`src/hdl/tfg_pkg.sv`:
```
`timescale 1ns / 1ps
// ----------------------------------------------------------------------------
// tfg_pkg: shared types and constants of the three finger gesture detector
// Field widths, event codes, register indexes and register reset values.
// ----------------------------------------------------------------------------
package tfg_pkg;

    // Field widths.
    localparam int TimeW   = 32;
    localparam int CountW  = 3;
    localparam int PosW    = 16;
    localparam int MaskW   = 3;
    localparam int RegW    = 16;
    localparam int IndexW  = 2;
    localparam int EventW  = 2;
    localparam int SumW    = PosW + 2;

    // Result event codes.
    localparam logic [EventW-1:0] EV_NONE  = 2'd0;
    localparam logic [EventW-1:0] EV_UP    = 2'd1;
    localparam logic [EventW-1:0] EV_DOWN  = 2'd2;
    localparam logic [EventW-1:0] EV_CLICK = 2'd3;

    // Command codes.
    localparam logic CMD_FRAME   = 1'b0;
    localparam logic CMD_RELEASE = 1'b1;

    // Finger count that arms tracking, and the mask of all three fingers.
    localparam logic [CountW-1:0] GESTURE_FINGERS = 3'd3;
    localparam logic [MaskW-1:0]  ALL_STRONG      = 3'b111;

    // Register indexes.
    localparam logic [IndexW-1:0] REG_COOLDOWN  = 2'd0;
    localparam logic [IndexW-1:0] REG_SETTLE    = 2'd1;
    localparam logic [IndexW-1:0] REG_THRESHOLD = 2'd2;
    localparam logic [IndexW-1:0] REG_CLICK     = 2'd3;

    // Register reset values.
    localparam logic [RegW-1:0] COOLDOWN_RESET  = 16'd500;
    localparam logic [RegW-1:0] SETTLE_RESET    = 16'd150;
    localparam logic [RegW-1:0] THRESHOLD_RESET = 16'd30;
    localparam logic [RegW-1:0] CLICK_RESET     = 16'd200;

    typedef logic [EventW-1:0] ev_code_t;

    // One input item.
    typedef struct packed {
        logic              cmd;
        logic [TimeW-1:0]  time_ms;
        logic [CountW-1:0] num_fingers;
        logic [PosW-1:0]   y_first;
        logic [PosW-1:0]   y_second;
        logic [PosW-1:0]   y_third;
        logic [MaskW-1:0]  strong_mask;
    } tfg_item_t;

    // Current configuration.
    typedef struct packed {
        logic [RegW-1:0] cooldown_ms;
        logic [RegW-1:0] settle_ms;
        logic [RegW-1:0] move_threshold;
        logic [RegW-1:0] click_time_ms;
    } tfg_cfg_t;

endpackage

```
`src/hdl/tfg_item_if.sv`:
```
`timescale 1ns / 1ps
// ----------------------------------------------------------------------------
// tfg_item_if: input item channel
// Valid/ready channel that carries one touch frame or release event.
// ----------------------------------------------------------------------------
interface tfg_item_if import tfg_pkg::*; ();

    logic              valid;
    logic              ready;
    logic              cmd;
    logic [TimeW-1:0]  time_ms;
    logic [CountW-1:0] num_fingers;
    logic [PosW-1:0]   y_first;
    logic [PosW-1:0]   y_second;
    logic [PosW-1:0]   y_third;
    logic [MaskW-1:0]  strong_mask;

    modport source (
        output valid, cmd, time_ms, num_fingers, y_first, y_second, y_third,
               strong_mask,
        input  ready
    );

    modport sink (
        input  valid, cmd, time_ms, num_fingers, y_first, y_second, y_third,
               strong_mask,
        output ready
    );

endinterface

```
`src/hdl/tfg_result_if.sv`:
```
`timescale 1ns / 1ps
// ----------------------------------------------------------------------------
// tfg_result_if: result channel
// Valid/ready channel that carries one detected event code.
// ----------------------------------------------------------------------------
interface tfg_result_if import tfg_pkg::*; ();

    logic              valid;
    logic              ready;
    logic [EventW-1:0] event_res;

    modport source (
        output valid, event_res,
        input  ready
    );

    modport sink (
        input  valid, event_res,
        output ready
    );

endinterface

```
`src/hdl/tfg_cfg_if.sv`:
```
`timescale 1ns / 1ps
// ----------------------------------------------------------------------------
// tfg_cfg_if: configuration write channel
// Valid/ready channel that carries a register index and write data.
// ----------------------------------------------------------------------------
interface tfg_cfg_if import tfg_pkg::*; ();

    logic              valid;
    logic              ready;
    logic [IndexW-1:0] index;
    logic [RegW-1:0]   data;

    modport source (
        output valid, index, data,
        input  ready
    );

    modport sink (
        input  valid, index, data,
        output ready
    );

endinterface

```
`src/hdl/tfg_cfg_regs.sv`:
```
`timescale 1ns / 1ps
// ----------------------------------------------------------------------------
// tfg_cfg_regs: configuration register file
// Holds the four timing and threshold registers, written by index.
// ----------------------------------------------------------------------------
module tfg_cfg_regs import tfg_pkg::*; (
    input  logic              clk,
    input  logic              rst_n,
    input  logic              wr_en,
    input  logic [IndexW-1:0] wr_index,
    input  logic [RegW-1:0]   wr_data,
    output tfg_cfg_t          cfg
);

    tfg_cfg_t cfg_reg;
    tfg_cfg_t cfg_next;

    // Select the register that a write transfer targets.
    always_comb
    begin
        cfg_next = cfg_reg;
        if (wr_en)
        begin
            case (wr_index)
                REG_COOLDOWN:  cfg_next.cooldown_ms    = wr_data;
                REG_SETTLE:    cfg_next.settle_ms      = wr_data;
                REG_THRESHOLD: cfg_next.move_threshold = wr_data;
                REG_CLICK:     cfg_next.click_time_ms  = wr_data;
                default:       cfg_next = cfg_reg;
            endcase
        end
    end

    always_ff @(posedge clk or negedge rst_n)
    begin
        if (!rst_n)
        begin
            cfg_reg.cooldown_ms    <= COOLDOWN_RESET;
            cfg_reg.settle_ms      <= SETTLE_RESET;
            cfg_reg.move_threshold <= THRESHOLD_RESET;
            cfg_reg.click_time_ms  <= CLICK_RESET;
        end
        else
        begin
            cfg_reg <= cfg_next;
        end
    end

    assign cfg = cfg_reg;

endmodule

```
`src/hdl/tfg_core.sv`:
```
`timescale 1ns / 1ps
// ----------------------------------------------------------------------------
// tfg_core: gesture decision logic and tracking state
// Judges one registered item against the tracking state and updates it.
// ----------------------------------------------------------------------------
module tfg_core import tfg_pkg::*; (
    input  logic      clk,
    input  logic      rst_n,
    input  logic      step,
    input  tfg_item_t item,
    input  tfg_cfg_t  cfg,
    output ev_code_t  ev
);

    logic             armed_reg;
    logic             armed_next;
    logic             fired_reg;
    logic             fired_next;
    logic [TimeW-1:0] arm_time_reg;
    logic [TimeW-1:0] arm_time_next;
    logic [SumW-1:0]  start_y_sum_reg;
    logic [SumW-1:0]  start_y_sum_next;
    logic [TimeW-1:0] last_gesture_time_reg;
    logic [TimeW-1:0] last_gesture_time_next;

    logic [TimeW-1:0] since_gesture;
    logic [TimeW-1:0] since_arm;
    logic [TimeW-1:0] cooldown_ext;
    logic [TimeW-1:0] settle_ext;
    logic [TimeW-1:0] click_ext;
    logic [SumW-1:0]  y_sum;
    logic [SumW-1:0]  limit;
    logic [SumW:0]    sum_hi;
    logic [SumW:0]    start_hi;
    logic             moved_down;
    logic             moved_up;

    // Elapsed times wrap modulo 2^32.
    assign since_gesture = item.time_ms - last_gesture_time_reg;
    assign since_arm     = item.time_ms - arm_time_reg;
    assign cooldown_ext  = {{(TimeW-RegW){1'b0}}, cfg.cooldown_ms};
    assign settle_ext    = {{(TimeW-RegW){1'b0}}, cfg.settle_ms};
    assign click_ext     = {{(TimeW-RegW){1'b0}}, cfg.click_time_ms};

    // Sum of the three Y positions and the movement limit of three thresholds.
    assign y_sum = {2'b00, item.y_first} + {2'b00, item.y_second}
                 + {2'b00, item.y_third};
    assign limit = {1'b0, cfg.move_threshold, 1'b0} + {2'b00, cfg.move_threshold};

    // Movement beyond the limit in either direction, compared without signs.
    assign sum_hi     = {1'b0, y_sum} + {1'b0, limit};
    assign start_hi   = {1'b0, start_y_sum_reg} + {1'b0, limit};
    assign moved_down = {1'b0, y_sum} > start_hi;
    assign moved_up   = {1'b0, start_y_sum_reg} > sum_hi;

    // Decide the event and the next tracking state.
    always_comb
    begin
        ev                     = EV_NONE;
        armed_next             = armed_reg;
        fired_next             = fired_reg;
        arm_time_next          = arm_time_reg;
        start_y_sum_next       = start_y_sum_reg;
        last_gesture_time_next = last_gesture_time_reg;
        if (item.cmd == CMD_FRAME)
        begin
            if (item.num_fingers == GESTURE_FINGERS && since_gesture >= cooldown_ext)
            begin
                if (!armed_reg)
                begin
                    armed_next       = 1'b1;
                    fired_next       = 1'b0;
                    arm_time_next    = item.time_ms;
                    start_y_sum_next = y_sum;
                end
                else if (!fired_reg && since_arm > settle_ext
                         && item.strong_mask == ALL_STRONG
                         && (moved_down || moved_up))
                begin
                    ev                     = moved_down ? EV_DOWN : EV_UP;
                    fired_next             = 1'b1;
                    armed_next             = 1'b0;
                    last_gesture_time_next = item.time_ms;
                end
            end
        end
        else
        begin
            if (armed_reg && !fired_reg && since_arm < click_ext
                && since_gesture > cooldown_ext)
            begin
                ev = EV_CLICK;
            end
            if (armed_reg)
            begin
                armed_next = 1'b0;
                fired_next = 1'b0;
            end
        end
    end

    // Tracking state advances once per item.
    always_ff @(posedge clk or negedge rst_n)
    begin
        if (!rst_n)
        begin
            armed_reg             <= 1'b0;
            fired_reg             <= 1'b0;
            arm_time_reg          <= '0;
            start_y_sum_reg       <= '0;
            last_gesture_time_reg <= '0;
        end
        else if (step)
        begin
            armed_reg             <= armed_next;
            fired_reg             <= fired_next;
            arm_time_reg          <= arm_time_next;
            start_y_sum_reg       <= start_y_sum_next;
            last_gesture_time_reg <= last_gesture_time_next;
        end
    end

endmodule

```
`src/hdl/three_finger_gesture_detector.sv`:
```
`timescale 1ns / 1ps
// ----------------------------------------------------------------------------
// three_finger_gesture_detector: three finger swipe and click detector
// Turns touch frames and release events into swipe up, swipe down and
// middle click events.
// ----------------------------------------------------------------------------
// Usage:
// - item carries one touch frame or release event per transfer; result
//   returns exactly one event code for every item, in order (none, swipe
//   up, swipe down, middle click).
// - cfg writes the cooldown, settle, threshold and click time registers by
//   index and is always ready; the user must write it only while the block
//   is idle; the block itself does not enforce this.
// - An accepted item is held in the input register, judged against the
//   tracking state and placed in the result register when it is free.
// - Throughput is one item per cycle while result is not stalled; the single
//   decision stage between the input and result registers sets that figure.
// - When result is stalled, the input register still takes one item, and
//   item.ready drops only while both registers are full.
// - Reset clears the tracking state and both valid flags and loads the
//   register defaults: cooldown 500, settle 150, threshold 30, click 200.
// ----------------------------------------------------------------------------
module three_finger_gesture_detector import tfg_pkg::*; (
    input  logic  clk,
    input  logic  rst_n,
    tfg_item_if.sink     item,
    tfg_result_if.source result,
    tfg_cfg_if.sink      cfg
);

    tfg_item_t item_reg;
    logic      item_valid_reg;
    logic      item_valid_next;
    ev_code_t  ev_reg;
    logic      out_valid_reg;
    logic      out_valid_next;
    logic      item_xfer;
    logic      advance;
    tfg_cfg_t  cfg_now;
    ev_code_t  ev;

    // Configuration registers.
    assign cfg.ready = 1'b1;

    tfg_cfg_regs u_cfg_regs (
        .clk      (clk),
        .rst_n    (rst_n),
        .wr_en    (cfg.valid),
        .wr_index (cfg.index),
        .wr_data  (cfg.data),
        .cfg      (cfg_now)
    );

    // Handshake control of the input and result registers.
    assign item_xfer  = item.valid && item.ready;
    assign advance    = item_valid_reg && (!out_valid_reg || result.ready);
    assign item.ready = !item_valid_reg || advance;

    always_comb
    begin
        item_valid_next = item_valid_reg;
        if (item_xfer)
        begin
            item_valid_next = 1'b1;
        end
        else if (advance)
        begin
            item_valid_next = 1'b0;
        end
        out_valid_next = out_valid_reg;
        if (advance)
        begin
            out_valid_next = 1'b1;
        end
        else if (result.ready)
        begin
            out_valid_next = 1'b0;
        end
    end

    always_ff @(posedge clk or negedge rst_n)
    begin
        if (!rst_n)
        begin
            item_valid_reg <= 1'b0;
            out_valid_reg  <= 1'b0;
        end
        else
        begin
            item_valid_reg <= item_valid_next;
            out_valid_reg  <= out_valid_next;
        end
    end

    // Input register payload.
    always_ff @(posedge clk)
    begin
        if (item_xfer)
        begin
            item_reg.cmd          <= item.cmd;
            item_reg.time_ms      <= item.time_ms;
            item_reg.num_fingers  <= item.num_fingers;
            item_reg.y_first      <= item.y_first;
            item_reg.y_second     <= item.y_second;
            item_reg.y_third      <= item.y_third;
            item_reg.strong_mask  <= item.strong_mask;
        end
    end

    // Decision stage.
    tfg_core u_core (
        .clk   (clk),
        .rst_n (rst_n),
        .step  (advance),
        .item  (item_reg),
        .cfg   (cfg_now),
        .ev    (ev)
    );

    // Result register payload.
    always_ff @(posedge clk)
    begin
        if (advance)
        begin
            ev_reg <= ev;
        end
    end

    assign result.valid     = out_valid_reg;
    assign result.event_res = ev_reg;

endmodule

```
`src/flat_wrapper.sv`:
```
// flat-port wrapper written by rule: the top's interface ports become plain ports
module three_finger_gesture_detector_flat import tfg_pkg::*;
  (clk, rst_n, item_valid, item_cmd, item_time_ms, item_num_fingers, item_y_first, item_y_second, item_y_third, item_strong_mask, item_ready, result_valid, result_event_res, result_ready, cfg_valid, cfg_index, cfg_data, cfg_ready);
  tfg_item_if item_i ();
  tfg_result_if result_i ();
  tfg_cfg_if cfg_i ();
  input  logic clk;
  input  logic rst_n;
  input wire logic [$bits(item_i.valid)-1:0] item_valid;
  input wire logic [$bits(item_i.cmd)-1:0] item_cmd;
  input wire logic [$bits(item_i.time_ms)-1:0] item_time_ms;
  input wire logic [$bits(item_i.num_fingers)-1:0] item_num_fingers;
  input wire logic [$bits(item_i.y_first)-1:0] item_y_first;
  input wire logic [$bits(item_i.y_second)-1:0] item_y_second;
  input wire logic [$bits(item_i.y_third)-1:0] item_y_third;
  input wire logic [$bits(item_i.strong_mask)-1:0] item_strong_mask;
  output wire logic [$bits(item_i.ready)-1:0] item_ready;
  output wire logic [$bits(result_i.valid)-1:0] result_valid;
  output wire logic [$bits(result_i.event_res)-1:0] result_event_res;
  input wire logic [$bits(result_i.ready)-1:0] result_ready;
  input wire logic [$bits(cfg_i.valid)-1:0] cfg_valid;
  input wire logic [$bits(cfg_i.index)-1:0] cfg_index;
  input wire logic [$bits(cfg_i.data)-1:0] cfg_data;
  output wire logic [$bits(cfg_i.ready)-1:0] cfg_ready;
  assign item_i.valid = item_valid;
  assign item_i.cmd = item_cmd;
  assign item_i.time_ms = item_time_ms;
  assign item_i.num_fingers = item_num_fingers;
  assign item_i.y_first = item_y_first;
  assign item_i.y_second = item_y_second;
  assign item_i.y_third = item_y_third;
  assign item_i.strong_mask = item_strong_mask;
  assign item_ready = item_i.ready;
  assign result_valid = result_i.valid;
  assign result_event_res = result_i.event_res;
  assign result_i.ready = result_ready;
  assign cfg_i.valid = cfg_valid;
  assign cfg_i.index = cfg_index;
  assign cfg_i.data = cfg_data;
  assign cfg_ready = cfg_i.ready;
  three_finger_gesture_detector u_core (.clk(clk), .rst_n(rst_n), .item(item_i), .result(result_i), .cfg(cfg_i));
endmodule
```
`config.mk`:
```
export PLATFORM = sky130hd
export DESIGN_NAME = three_finger_gesture_detector_flat
export DESIGN_NICKNAME = d
export VERILOG_FILES = /design/src/hdl/tfg_pkg.sv /design/src/hdl/tfg_item_if.sv /design/src/hdl/tfg_result_if.sv /design/src/hdl/tfg_cfg_if.sv /design/src/hdl/tfg_cfg_regs.sv /design/src/hdl/tfg_core.sv /design/src/hdl/three_finger_gesture_detector.sv /design/src/flat_wrapper.sv
export SDC_FILE = /design/constraint.sdc
export NUM_CORES = 1
export LEC_CHECK = 0
export BUFFER_PORTS_ARGS = -buffer_cell sky130_fd_sc_hd__buf_2
export CAP_MARGIN = 20
export CORE_UTILIZATION = 50
export DETAILED_ROUTE_END_ITERATION = 10
export HOLD_SLACK_MARGIN = 0.06
export PLACE_DENSITY = 0.7
export SLEW_MARGIN = 20
export SYNTH_ARGS = -nofsm -noshare
export SYNTH_HDL_FRONTEND = slang
export SYNTH_SLANG_ARGS = --single-unit
```
`constraint.sdc`:
```
create_clock -name clk -period 5.9 [get_ports clk]
set_input_delay 0.59 -clock clk [delete_from_list [all_inputs] [get_ports clk]]
set_output_delay 0.59 -clock clk [all_outputs]
set_load 0.05 [all_outputs]
```
Yosys cells after proc, flatten, opt, wreduce, memory -nomap -nowiden
Index checks and enable logic that the tools add are counted.
{"block": "classes", "addsub": 7, "mul": 0, "n_div": 0, "n_lt_le_gt_ge": 6, "eq_ne": 7, "shifts": 0, "mux": 19, "bitwise": 2, "n_reduce_logical": 27}
{"op": "greater-than comparator 32 x 16 -> 1 bit", "n": 2}
{"op": "subtractor 32 bit", "n": 2}
{"op": "adder 18 x 18 -> 19 bit", "n": 2}
{"op": "greater-than comparator 18 x 19 -> 1 bit", "n": 2}
{"op": "adder 17 x 16 -> 18 bit", "n": 2}
{"op": "greater-or-equal comparator 32 x 16 -> 1 bit", "n": 1}
{"op": "less-than comparator 32 x 16 -> 1 bit", "n": 1}
{"op": "adder 16 x 16 -> 17 bit", "n": 1}
{"op": "2-to-1 mux 1 bit", "n": 13}
{"op": "2-to-1 mux 2 bit", "n": 6}
{"op": "AND reduction 2 bit", "n": 5}
{"op": "logical AND 1 bit", "n": 9}
{"op": "AND reduction 4 bit", "n": 2}
{"op": "nonzero test 2 bit", "n": 3}
{"op": "AND reduction 5 bit", "n": 1}
{"op": "equality test 2 bit, second input constant", "n": 2}
{"op": "equality test 3 x 2 -> 1 bit, second input constant", "n": 1}
{"op": "equality test 3 bit, second input constant", "n": 1}
{"op": "zero test 1 bit", "n": 3}
{"op": "logical OR 1 bit", "n": 3}
{"op": "inequality test 3 x 1 -> 1 bit, second input constant", "n": 1}
{"op": "equality test 2 x 1 -> 1 bit, second input constant", "n": 1}
{"op": "zero test 2 bit", "n": 1}
{"op": "inequality test 2 bit, second input constant", "n": 1}
{"op": "NOT 1 bit", "n": 2}
{"block": "word_totals", "reg_bits": 239, "latchBits": 0, "ramBits": 0, "romBits": 0, "inputBits": 110, "output_inout_bits": 5, "wordCells": 87, "n_memories": 0}

Depth between registers and ports, before layout
Gate-level depths: netlist of the first run.
{"block": "depth", "depth_word": 10, "mapped_depth": 33, "mapped_depth_nobuf": 32}

Cells and area by module
A second synthesis of the first run with hierarchy kept.
{"block": "hier_totals", "cells_unflattened": 1697, "hier_area_um2": 17734.5}
{"mod": "tfg_core", "instances": 1, "cells_each": 1462, "area_each_um2": 12514.5, "seq_area_each_um2": 2102.0}
{"mod": "three_finger_gesture_detector", "instances": 1, "cells_each": 99, "area_each_um2": 2787.7, "seq_area_each_um2": 2722.6}
{"mod": "tfg_cfg_regs", "instances": 1, "cells_each": 136, "area_each_um2": 2432.3, "seq_area_each_um2": 1622.8}

Least setup slack after synthesis of the first run
Ideal clock, no wire load.
{"block": "synth_path", "kind": "register to register", "startpoint": "reg u_core.item_reg[4] (netlist bit)", "endpoint": "reg u_core.u_core.last_gesture_time_reg[10]", "setup_time_ns": 0.125, "t_arrival_ns": 6.286, "required_time_ns": 5.775, "path_slack_ns": -0.511, "path_stages_with_launch": 34, "path_buffers": 1, "synth_period_minus_slack_ns": 6.411, "path_cell_list": "edfxtp_1 inv_1 fa_1 inv_1 ha_1 fa_1 a21oi_1 o211ai_1 a31oi_1 a21oi_1 o21a_1 o21a_1 o21a_1 o21a_1 o21a_1 nor2_1 nor2_1 ha_1 inv_1 nor3_1 a31oi_1 o21ai_0 a311oi_1 ha_1 and4_1 nand3_1 nor4_1 a2111oi_0 o21ai_0 a21oi_1 a21oi_1 nor4_4 buf_6 mux2_4"}
{"block": "synth_via", "elab_chain_cells": 6, "elab_cells_between_ends": 7, "classes_between": "add/sub (2); order compare (2); reduce/logical (3)"}
{"element": "start: declaration", "line_no": "three_finger_gesture_detector.sv:31", "source": "tfg_item_t item_reg;"}
{"element": "adder 17 x 16 -> 18 bit (*)", "line_no": "tfg_core.sv:47", "source": "+ {2'b00, item.y_third};"}
{"element": "named net u_core.u_core.y_sum[17]", "line_no": "tfg_core.sv:31", "source": "logic [SumW-1:0] y_sum;"}
{"element": "adder 18 x 18 -> 19 bit", "line_no": "tfg_core.sv:51", "source": "assign sum_hi = {1'b0, y_sum} + {1'b0, limit};"}
{"element": "greater-than comparator 18 x 19 -> 1 bit", "line_no": "tfg_core.sv:54", "source": "assign moved_up = {1'b0, start_y_sum_reg} > sum_hi;"}
{"element": "logical OR 1 bit (*)", "line_no": "tfg_core.sv:78", "source": "&& (moved_down || moved_up))"}
{"element": "logical AND 1 bit (*)", "line_no": "tfg_core.sv:78"}
{"element": "AND reduction 5 bit (no source line) (*)"}
{"element": "end signal: assignment", "line_no": "tfg_core.sv:119", "source": "last_gesture_time_reg <= last_gesture_time_next;"}
{"element": "end: declaration", "line_no": "tfg_core.sv:23", "source": "logic [TimeW-1:0] last_gesture_time_reg;"}
Mark *: on every way through the listed nets, which the timed path passes. The rest lies on a longest branch.
A chain may end at the register's enable or synchronous reset.

Final worst setup path of the first run
{"block": "layout_path", "startpoint": "reg u_core.item_reg[36] (netlist bit)", "endpoint": "reg u_core.u_core.last_gesture_time_reg[30]"}
{"block": "layout_via", "elab_chain_cells": 7, "elab_cells_between_ends": 8, "classes_between": "add/sub (3); order compare (2); reduce/logical (3)"}
{"element": "adder 16 x 16 -> 17 bit (*)", "line_no": "tfg_core.sv:46", "source": "assign y_sum = {2'b00, item.y_first} + {2'b00, item.y_second}"}
{"element": "adder 17 x 16 -> 18 bit (*)", "line_no": "tfg_core.sv:47"}
{"element": "named net u_core.u_core.y_sum[17]", "line_no": "tfg_core.sv:31"}
{"element": "adder 18 x 18 -> 19 bit", "line_no": "tfg_core.sv:51"}
{"element": "greater-than comparator 18 x 19 -> 1 bit", "line_no": "tfg_core.sv:54"}
{"element": "logical OR 1 bit (*)", "line_no": "tfg_core.sv:78"}
{"element": "logical AND 1 bit (*)", "line_no": "tfg_core.sv:78"}
{"element": "AND reduction 5 bit (no source line) (*)"}
Marks and branches as above.

==> impl_results.md, run 1 <==
- Max_slew headroom: 0.3537
- Root buffer cell: clkbuf_16
- Syn Area/Cell: 10.28 µm²
- DRT antenna net count: 0
- Area grow syn2layout: 20.48%
- Seq/Total Area, Yosys: 0.3657
- Core footprint: 34,630 µm²
- Overflow after GRT: 0
- Netlist Area Pre-Place: 17,630 µm²
- Syn nets: 2,056
- Ys Warns: 0
- Most used cell, CP: o21a_1
- Total power: 10.98 mW
- Core Rows: 68
- Status: complete, but fails checks
- Clk sink count: 239
- Failing checks: setup timing
- FF+latch count, synth: 239
- CTS buffer count: 29
- Unrepaired setup endpoints after global routing: yes
- Starting density of the core: 0.5091
- Worst-Skew Late Latency: 0.57 ns
- VDD IR max: 0.0003373 V
- Ys flop type: dfrtp_1
- Drt pass-1 iters: 5
- DR WL/cell: 17.12 µm
- Die ar.: 36,010 µm²
- Startpoint types: flip-flop
- Crit path required time: 6.36 ns
- WS Path Type: reg2reg
- Number of synthesized flops with an enable pin: 89
- Final setup viols: 35
- Worst-Margin Slew: 0.9694 ns
- DR DRC count: 0
- Hold crit path type: in2async
- DP HPWL: 32,120 µm
- Worst-path fanout max: 8
- Worst EP arrival: 6.98 ns
- Leakage Power: 9.637 nW
- Most area-consuming cells after synthesis: dfrtp_1 (19%), edfxtp_1 (15%), ha_1 (15%)
- Die span in x: 189.8 µm
- Max Root-Sink Buffers: 3
- Tcrit/Tclk final: 1.106
- Clock period minus worst slack: 6.525 ns
- RD Place Congestion: 0.9291
- Hold slack final: 0.1610 ns
- Critical R2R Capture: u_core.u_core.last_gesture_time_reg[30]
- Final net count: 2,342
- Crit path largest cell delay: 0.54 ns
- Inserted Diodes: 0
- Slew Viols, Final: 0
- Initial antenna violation count: 0
- Layout cells sized above 1: 0.2687
- Vias per cell: 5.628
- Number of flip-flops under the largest register name: 87
- Leading area contributor after synthesis: dfrtp_1
- Worst Setup Slack, final: -0.6252 ns
- Fmax: 0.1533 GHz
- Top cell type's share of synthesized area: 0.1888
- Reg2reg path depth: 33
- Final setup TNS: -20.18 ns
- Max_cap viols: 0
- First-pass GRT wire length: 68,540 µm
- Vias in the first global route: 13,700
- Max H-tree Level: 1
- Pre-CTS WS: -0.8886 ns
- Crit end category: flip-flop
- I/O pin count: 115
- Final Hold Fails: 0
- Iteration-0 DRC Markers: 874
- Cts hold-fix bufs: 0
- TritonCTS clock tree: done
- GRT Overall Usage: 0.2362
- Die height: 189.8 µm
- Via count: 13,930
- PortBufs: 113
- Pin count of the biggest net entering global routing: 100
- Top-count cell post-synth: ha_1
- Post-Route WL: 42,390 µm
- Synth unique cells: 87
- Skew final: 0.01942 ns
- Placed cells: 2,411
- PwrDens: 516.8 nW/µm²
- CP max-delay cell: fa_1
- Fin cells: 2,476
- Asr flop ratio synth: 0.6276
- R2R Setup Slk: -0.63 ns
- Clk slew on worst S/H paths: 0.06 ns
- Reg2reg start: u_core.item_reg[36]
- Commonest cells in the netlist: ha_1 (210), inv_1 (158), dfrtp_1 (133)
- Cells after synthesis: 1,714
-- layout make-up --
type	count	area, µm²
tap	455	569.3
sequential	239	6447
clock buffer	37	785.8
clock inverter	15	183.9
inverter	158	595.6
fill	2852	13390
multi-input combinational	1288	10690
timing repair buffer	284	1963
-- placed cells by master (no fill, tap or decap), drive strengths merged, types with 6 or more instances in the layout --
master,instances
o21a,26
mux2,126
buf,283
o21bai,16
or4,9
clkbuf,38
inv,159
o211ai,25
o21ai,97
nand2b,32
or2,6
edfxtp,89
a211o,8
and4,6
nor2b,20
xnor2,56
ha,210
a211oi,16
nor2,84
o31ai,6
nand3,29
a21oi,122
nand2,86
nor4,7
clkinv,6
a31oi,14
or3,9
fa,22
xor2,39
and3,19
dfrtp,133
and2,12
a21o,56
nand4,18
dfstp,17
nor3,26
-- cells by family after synthesis --
logic type      synth area share
simple gates              0.1124
fa+ha+maj                 0.1746
mux                      0.08950
other cells            0.0002127
buf+inv                  0.04287
flops                     0.3657
compound gates            0.1674
xor+xnor                 0.04720
-- per-stage QoR --
stage,util,instance area [µm²]
floorplan,-,17640
global route,0.6133,21240
global placement,0.5731,19850
finish,0.6133,21240
CTS,0.6063,21000
detailed placement,0.5731,19850
-- worst max-delay path by stage --
stage,start,end,slack [ns],cells after the start
3_3_place_gp,u_core.item_reg[4],u_core.u_core.last_gesture_time_reg[31],-0.81,34
3_5_place_dp,u_core.item_reg[4],u_core.u_core.last_gesture_time_reg[1],-0.89,34
2_1_floorplan,u_core.item_reg[4],u_core.u_core.last_gesture_time_reg[10],-0.23,33
5_1_grt,u_core.item_reg[36],u_core.u_core.last_gesture_time_reg[20],-0.93,34
6_report,u_core.item_reg[36],u_core.u_core.last_gesture_time_reg[30],-0.63,33
4_1_cts,u_core.item_reg[4],u_core.u_core.last_gesture_time_reg[17],-0.85,35
-- layer usage --
layer,GRT usage,routed length (µm)
met1,0.3381,20360
met2,0.3752,18850
met3,0.02915,2190
met4,0.06607,990
met5,0,0
-- worst max-delay path: cells and delay by family, from the launching register on --
kind	cells	cell delay, ns
multiplexers	1	0.30
buffers and inverters	6	0.71
AO/OA/AOI/OAI	14	2.39
flip-flops	1	0.33
AND/OR/NAND/NOR	7	1.01
adder cells (fa/ha/maj)	5	1.68
-- timing repair --
item,in CTS,in global routing
pin swaps,13,40
endpoints found under the setup margin,35,36
gates resized for setup,11,54
hold endpoints to repair,0,0
setup buffers,7,6
gates cloned,3,1
-- where the power goes --
| part | leakage [nW] | internal [mW] | switching (mW) | total (mW) |
|---|---|---|---|---|
| Combinational | 6.46 | 3.40 | 3.56 | 6.96 |
| Sequential | 2.72 | 2.00 | 0.194 | 2.20 |
| Clock | 0.461 | 1.11 | 0.713 | 1.82 |
| Total | 9.64 | 6.51 | 4.47 | 11.0 |
(Power assumes the default switching activity.)
==> run 2: changes to the inputs <==
PLACE_DENSITY = 0.68   (was 0.7)
clock period = 8.3 ns   (was 5.9 ns; I/O delays follow)
==> run 2 against run 1 <==
Net effect: the run now ends clean; non-clock buffer count decreased by 166; hold slack gained 0.18 ns; first-iteration DRC count shrank 4.6%; via count shrank 5.5%; flip-flop and latch count unchanged; final cell count down 6.6%; maximum frequency is 15% lower; global-route usage fell by 1.4 points; combinational power shrank 43%; core utilization decreased by 4.3 points; count of clock-buffer cells in the layout is 2 lower; critical endpoint is now u_core.u_core.last_gesture_time_reg[31]; largest power group unchanged.
==> impl_results.md, run 2 (synthesis results as in run 1) <==
- Status: finished, final reports clean (was complete, but fails checks)
- DRT antenna net count: 0 (unchanged)
- CP bufs+invs: 4 (was 6)
- Area grow syn2layout: 12.09% (was 20.48%)
- Crit path largest cell delay: 0.58 ns (was 0.54 ns)
- GR Layer Usage met2: 0.3498 (was 0.3752)
- Final Cell Area: 19,760 µm² (was 21,240 µm²)
- Postcts setup bufs: 0 (was 7)
- Crit end category: flip-flop (unchanged)
- Core footprint: 34,630 µm² (unchanged)
- Initial antenna violation count: 3 (was 0)
- DP HPWL: 30,150 µm (was 32,120 µm)
- Slew Viols, Final: 0 (unchanged)
- DR WL/cell: 17.07 µm (was 17.12 µm)
- Sequential cell area: 6447 µm² (unchanged)
- Worst-path fanout max: 33 (was 8)
- Worst-Margin Slew: 0.9361 ns (was 0.9694 ns)
- CTS buffer count: 29 (unchanged)
- Tcrit/Tclk final: 0.9222 (was 1.106)
- Clk slew on worst S/H paths: 0.06 ns (about the same)
- Cts hold-fix bufs: 0 (unchanged)
- Starting density of the core: 0.5091 (unchanged)
- Layout cells sized above 1: 0.1794 (was 0.2687)
- Final net count: 2,176 (was 2,342)
- Worst EP arrival: 8.09 ns (was 6.98 ns)
- CTS resizes: 0 (was 11)
- Commonest non-fill, non-tap cell in the layout: ha_1 (unchanged)
- Max_cap viols: 0 (unchanged)
- Unrepaired setup endpoints after global routing: no (was yes)
- Seq pwr share: 0.221 (was 0.200)
- Die ar.: 36,010 µm² (unchanged)
- Sw Ratio: 0.4135 (was 0.4070)
- Iteration-0 DRC Markers: 834 (was 874)
- DR DRC count: 0 (unchanged)
- First-pass GRT wire length: 64,650 µm (was 68,540 µm)
- DP Area: 18,640 µm² (was 19,850 µm²)
- GRT Max-Usage Layer: met2 (unchanged)
- PortBufs: 113 (unchanged)
- Post-Route WL: 39,460 µm (was 42,390 µm)
- Pin count of the biggest net entering global routing: 88 (was 100)
- PwrDens: 353.9 nW/µm² (was 516.8 nW/µm²)
- Most used cell, CP: o21a_1 (unchanged)
- Reg2reg start: u_core.item_reg[4] (was u_core.item_reg[36])
- Fillers: 3,024 (was 2,852)
- I/O pin count: 115 (unchanged)
- Area of the multi-input gates: 10,430 µm² (was 10,690 µm²)
- VDD IR max: 0.0002225 V (was 0.0003373 V)
- Number of flip-flops under the largest register name: 87 (unchanged)
- Drt pass-1 iters: 6 (was 5)
- Fmax: 0.1306 GHz (was 0.1533 GHz)
- Via count: 13,170 (was 13,930)
- First element of the critical path: u_core.item_reg[4] (was u_core.item_reg[36])
- Crit path required time: 8.74 ns (was 6.36 ns)
- RD Place Congestion: 0.9095 (was 0.9291)
- Final Hold Fails: 0 (unchanged)
- Final setup TNS: 0 ns (was -20.18 ns)
- Max Root-Sink Buffers: 3 (unchanged)
- Vias per cell: 5.696 (was 5.628)
- Leakage Power: 8.818 nW (was 9.637 nW)
- Clock period minus worst slack: 7.654 ns (was 6.525 ns)
- Startpoint types: flip-flop (unchanged)
- CP max-delay cell: buf_4 (was fa_1)
- Die height: 189.8 µm (unchanged)
- Worst-Skew Late Latency: 0.56 ns (was 0.57 ns)
- GRT Overall Usage: 0.2219 (was 0.2362)
- Overflow after GRT: 0 (unchanged)
- Net Sw Power: 2.892 mW (was 4.467 mW)
- Clk sink count: 239 (unchanged)
- Int Power: 4.102 mW (was 6.509 mW)
- Met1 usage in global routing: 0.3201 (was 0.3381)
- Core Rows: 68 (unchanged)
- Hold crit path type: in2async (unchanged)
- Root buffer cell: clkbuf_16 (unchanged)
- Worst path top cell family by delay: compound AO/OA/AOI/OAI gates (unchanged)
- Hold slack final: 0.3380 ns (was 0.1610 ns)
- WS Path Type: reg2reg (unchanged)
- Met3 usage: 0.03136 (was 0.02915)
- Max_slew headroom: 0.3759 (was 0.3537)
- Max H-tree Level: 1 (unchanged)
- Skew final: 0.01507 ns (was 0.01942 ns)
- TritonCTS clock tree: done (unchanged)
- Final setup viols: 0 (was 35)
- Gate power share: 0.572 (was 0.634)
- Vias in the first global route: 12,690 (was 13,700)
- Clock power share: 0.207 (was 0.166)
- Commonest cells after routing, fill and taps aside: ha_1 (210), inv_1 (158), dfrtp_1 (133) (was ha_1 (206), buf_4 (162), inv_1 (155))
- Die span in x: 189.8 µm (unchanged)
==> run 2: changes by cell type in the layout (fill, tap and decap cells not counted), moves of 6 or more <==
cell,before,now
o21ai_0,86,95
a21oi_1,113,122
buf_4,162,4
a21oi_2,9,0
o21ai_1,8,2
==> run 2: cell type report <==
type,instances,share of cell area
flip-flops and latches,239,0.3263
repair buffers,118,0.03185
well taps,455,0.02881
clock inverters,18,0.01602
inverters,158,0.03001
diodes,1,0.0001266
multi-input cells,1288,0.5280
clock buffers,35,0.03894
==> run 2: routing by layer <==
layer / routed length [µm] / share of wire
met1: 19200 / 0.49
met2: 17570 / 0.45
met3: 1988 / 0.050
met4: 665 / 0.017
met5: 32 / 0.00081
==> run 2: final timing paths <==
check                                                     endpoint  slack [ns]  cells past startpoint
max in group asynchronous         u_core.u_core.start_y_sum_reg[8]        6.51                      2
min in group clk                               u_core.item_reg[78]        0.44                      1
max reg2reg                u_core.u_core.last_gesture_time_reg[31]        0.65                     33
max                        u_core.u_core.last_gesture_time_reg[31]        0.65                     33
min reg2reg                                    u_core.result.valid        0.50                      1
min                        u_core.u_core.last_gesture_time_reg[30]        0.34                      1
==> run 2: power groups by stage <==
stage,Clock [mW],Combinational (mW),Sequential (mW)
final,1.45,4.00,1.54
after global routing,1.53,4.51,1.57
after CTS,1.49,3.98,1.55
after detailed placement,0,3.93,1.57
after global placement,0,3.88,1.56
after floorplan,0,3.02,1.53
==> run 2: stage by stage <==
stage / power [mW] / util / std cells / setup slack (ns)
6_report: 6.993 / 0.5706 / 2312 / 0.6455
3_3_place_gp: 5.441 / 0.5384 / 2257 / 0.9736
3_5_place_dp: 5.504 / 0.5384 / 2257 / 0.7952
5_1_grt: 7.610 / 0.5706 / 2312 / 0.03667
4_1_cts: 7.013 / 0.5698 / 2310 / 0.7313
2_1_floorplan: 4.551 / - / 1714 / 1.889
